## src/sv/mmp_pkg.sv

```systemverilog
// Shared types and constants for the 2x2 modular matrix power block.
package mmp_pkg;

  localparam int VAL_W = 30;

  localparam logic [VAL_W-1:0] PRIME = 30'd1000000007;
  localparam logic [31:0] PRIME_X1 = 32'd1000000007;
  localparam logic [31:0] PRIME_X2 = 32'd2000000014;

  // Barrett factor floor(2^60 / P); it fits in 31 bits.
  localparam logic [61:0] MU_FULL = (62'd1 << 60) / 62'd1000000007;
  localparam logic [30:0] MU = 31'(MU_FULL);

  typedef struct packed {
    logic [VAL_W-1:0] tl;
    logic [VAL_W-1:0] tr;
    logic [VAL_W-1:0] bl;
    logic [VAL_W-1:0] br;
  } mat_t;

  // Destination of one product: final product, or matrix, entry and term.
  typedef struct packed {
    logic       fin;
    logic       sq_dest;
    logic [1:0] entry;
    logic       term;
  } tag_t;

  typedef struct packed {
    logic             valid;
    tag_t             tag;
    logic [VAL_W-1:0] a;
    logic [VAL_W-1:0] b;
  } req_t;

  typedef struct packed {
    logic             valid;
    tag_t             tag;
    logic [VAL_W-1:0] value;
  } rsp_t;

  typedef enum logic [2:0] {
    ST_IDLE,
    ST_ISSUE,
    ST_DRAIN,
    ST_FIN_ISSUE,
    ST_FIN_WAIT,
    ST_DONE
  } state_t;

endpackage

```

## src/sv/mmp_mulmod.sv

```systemverilog
// Pipelined modular multiplier with Barrett reduction, one product per cycle.
module mmp_mulmod (
  input  logic          clk,
  input  logic          rst,
  input  mmp_pkg::req_t req,
  output mmp_pkg::rsp_t rsp,
  output logic          busy
);

  localparam int VAL_W_L = mmp_pkg::VAL_W;

  logic             v1, v2, v3, v4;
  mmp_pkg::tag_t    t1, t2, t3, t4;
  logic [59:0]      p1;
  logic [31:0]      p2, p3, r4;
  logic [61:0]      m2;
  logic [31:0]      qp3;
  logic [60:0]      qp_full;
  logic [VAL_W_L-1:0] fin_val;

  assign qp_full = m2[61:31] * mmp_pkg::PRIME;

  always_comb begin
    if (r4 >= mmp_pkg::PRIME_X2) begin
      fin_val = VAL_W_L'(r4 - mmp_pkg::PRIME_X2);
    end else if (r4 >= mmp_pkg::PRIME_X1) begin
      fin_val = VAL_W_L'(r4 - mmp_pkg::PRIME_X1);
    end else begin
      fin_val = VAL_W_L'(r4);
    end
  end

  always_ff @(posedge clk) begin
    if (rst) begin
      v1 <= 1'b0;
      v2 <= 1'b0;
      v3 <= 1'b0;
      v4 <= 1'b0;
      rsp.valid <= 1'b0;
    end else begin
      v1 <= req.valid;
      v2 <= v1;
      v3 <= v2;
      v4 <= v3;
      rsp.valid <= v4;
    end
    t1 <= req.tag;
    t2 <= t1;
    t3 <= t2;
    t4 <= t3;
    rsp.tag <= t4;
    p1 <= req.a * req.b;
    m2 <= p1[59:29] * mmp_pkg::MU;
    p2 <= p1[31:0];
    qp3 <= qp_full[31:0];
    p3 <= p2;
    // The true remainder is below 3P, so 32 bits of the difference suffice.
    r4 <= p3 - qp3;
    rsp.value <= fin_val;
  end

  assign busy = v1 | v2 | v3 | v4 | rsp.valid;

endmodule

```

## config.mk

```make
export PLATFORM = sky130hd
export DESIGN_NAME = mmp_mulmod
export DESIGN_NICKNAME = d
export VERILOG_FILES = /design/src/sv/mmp_pkg.sv /design/src/sv/mmp_mulmod.sv
export SDC_FILE = /design/constraint.sdc
export NUM_CORES = 2
export LEC_CHECK = 0
export BUFFER_PORTS_ARGS = -buffer_cell sky130_fd_sc_hd__buf_2
export CAP_MARGIN = 20
export CORE_AREA = 10 10 291 321
export DETAILED_ROUTE_END_ITERATION = 6
export DIE_AREA = 0 0 301 331
export GPL_ROUTABILITY_DRIVEN = 0
export PLACE_DENSITY = 0.84
export SLEW_MARGIN = 20
export SYNTH_ARGS = -nofsm -noshare
export SYNTH_HDL_FRONTEND = slang
export SYNTH_SLANG_ARGS = --single-unit
```

## constraint.sdc

```tcl
create_clock -name clk -period 11.5 [get_ports clk]
set_clock_uncertainty 0.15 [all_clocks]
set_input_delay 2.875 -clock clk [delete_from_list [all_inputs] [get_ports clk]]
set_output_delay 2.875 -clock clk [all_outputs]
set_load 0.01 [all_outputs]
```

==> impl_metrics.ini <==
[finish]
area_growth_syn_to_layout_pct = 4.045
num-fill-cells = 6247
layout.nets = 7944
final_area_um2 = 59900
drive_gt1_frac = 0.03303

[yosys]
seq_area_frac_synth = 0.09702
synth_area_um2 = 57570
synth_edf_count = 0
avgSynthCellArea_um2 = 9.764
synth_top_area_frac = 0.4256
yosysUniqueCellTypes = 67
ys.warnings.count = 0
synth_seq_cells = 279
synth_nets = 7984
synthCells = 5896
synth_top_area_cell = fa_1
synthFlopType = dfxtp_1
synthTopCellsByArea = fa_1 43%, ha_1 17%, dfxtp_1 9.7%
async_flop_share = 0

[cts]
clk_pin_slew_worst_paths_ns = 0.06
numCtsBuffers = 25
ctsHoldBuffers = 0
cts.repair.resized = 0
cts_setup_buffers = 0
clock_path_buffers = 3
cts_root_buffer = clkbuf_16
clock_sinks = 279
h-tree-depth = 1
cts_tree = yes
clk_latency_ns = 0.57

[critical_path]
cpPeakStageDelay_ns = 0.67
critPathSlowestCell = or4b_2
end_kind = register
cpLargestDelayFamily = adder cells
critPathKind = primary input to register
required_ns = 11.84
r2r_setup_slack_ns = 3.25
worst-path-max-fanout = 30
cp-start-kind = primary input
critPathBufInv = 6
crit_top_cell = fa_1
cp.arrival_ns = 10.74

[place]
place_area_um2 = 59020
post-dp-hpwl_mm = 116.7
portBuffers = 104

[detailed_routing]
viasPerCell = 5.713
drt_first_pass_iters = 6
wirelength_mm = 142.1
detail-route-antenna-nets = 0
drtIter0Drc = 3353
num_vias = 40180
route.detailed.drc = 0
wire_per_inst_um = 20.20

[die]
io_pins = 105
die_y_um = 331
start_util = 0.6617
fp.coreArea_um2 = 87010
die_w_um = 301
die_area_um2 = 99630
rows = 114

[sta]
min_period_over_period = 0.9045
final_max_slew_viol_count = 0
max-slew-margin-rel = 0.3379
setup_viol = 0
grt_setup_unrepaired = no
period_needed_ns = 10.40
hold_viol = 0
finalSetupTns_ns = 0
clock.fmax_mhz = 96.14
tightest_slew_ns = 0.9918

[flow_run]
timing.max_cap.violations = 0

[global_route]
grt_pass1_wl_mm = 232.9
grt_pass1_vias = 44750
grt_max_degree = 31
overflow = 0
antenna_found_initial = 7
grt.total_usage = 0.2948

[worst_hold_path]
min-delay-path-class = register to register

[status]
status = complete, no violations
[Yosys cell counts (4+ instances only)]
cell          n
nand4_1      18
nor2b_1      22
and2_1      538
a41oi_1       5
nand3_1      28
a211oi_1     14
a311oi_1      4
nand2b_1     24
nor4_1       13
dfxtp_1     279
inv_1      1469
o21a_1       23
nand2_1     459
or2_2         4
clkbuf_1    197
a21boi_0      8
ha_1        796
o21bai_1     23
o31ai_1       7
a2111oi_0     9
xor2_1       55
xnor2_1     137
o21ai_0      69
fa_1       1224
nor3_1       28
or3_1         7
a31o_2        5
mux2i_1       4
buf_2         4
a21oi_1     133
nor2_1      102
and4_1        6
and3_1       20
o21ai_1       4
o211ai_1     16
a21o_1       64
a211o_1       6
a31oi_1      21
a32oi_1       4
[through the flow]
step	cells	hold slack, ns	setup slack (ns)	util
detailed placement	6989	0.1621	0.6444	0.6783
CTS	7033	0.1690	1.239	0.6884
finish	7034	0.1592	1.098	0.6884
global placement	6989	0.1604	0.7970	0.6783
global route	7034	0.1787	0.7726	0.6884
floorplan	5896	0.1596	1.461	-
[cell usage in the layout (no fill, tap or decap), drive strengths merged, types with 103 or more instances in the layout]
| cell type | count |
|---|---|
| a21oi | 134 |
| xnor2 | 137 |
| fa | 1224 |
| dfxtp | 279 |
| inv | 1471 |
| buf | 136 |
| nor2 | 103 |
| nand2 | 459 |
| ha | 796 |
| and2 | 538 |
[area by class of cell]
type                       instances  area, um^2  area share
antenna                            1       2.502  0.00004178
clock buffer                      32       691.9     0.01155
clock inverter                    12       188.9    0.003154
inverter                        1469        5514     0.09206
multi-input combinational       3945       45700      0.7630
sequential                       279        5585     0.09325
tap                             1160        1451     0.02423
timing repair buffer             136       760.7     0.01270
[final timing paths]
kind,end,cells past startpoint,start
setup / recovery,p1[56],26,req[47]
hold / removal,p2[11],0,p1[11]
setup reg to reg,m2[60],20,p1[42]
hold reg to reg,p2[11],0,p1[11]
[cell families after synthesis]
kind of cell    synth area share
flops                    0.09702
buf+inv                   0.1091
compound gates           0.05075
xor+xnor                 0.02921
simple gates              0.1144
fa+ha+maj                 0.5986
mux                    0.0008911
[layer usage]
layer | vias up | part of all wire | track usage
li1 | 17630 | - | -
met1 | 20030 | 0.37 | 0.3674
met2 | 2017 | 0.48 | 0.4971
met3 | 505 | 0.096 | 0.05929
met4 | 6 | 0.050 | 0.1261
met5 | - | 0.00026 | 0
[sequential cells by signal, summed over array words and instances (netlist names)]
| signal | cells |
|---|---|
| m2 | 31 |
| p2 | 32 |
| p3 | 32 |
| qp3 | 32 |
| v1 | 1 |
| v3 | 1 |
| rsp | 36 |
| v4 | 1 |
| t4 | 5 |
| t1 | 5 |
| r4 | 32 |
| t3 | 5 |
| p1 | 60 |
| v2 | 1 |
| t2 | 5 |
Power is not shown: default switching activity piles up to over one toggle a cycle in this logic, so the estimate is an artifact.
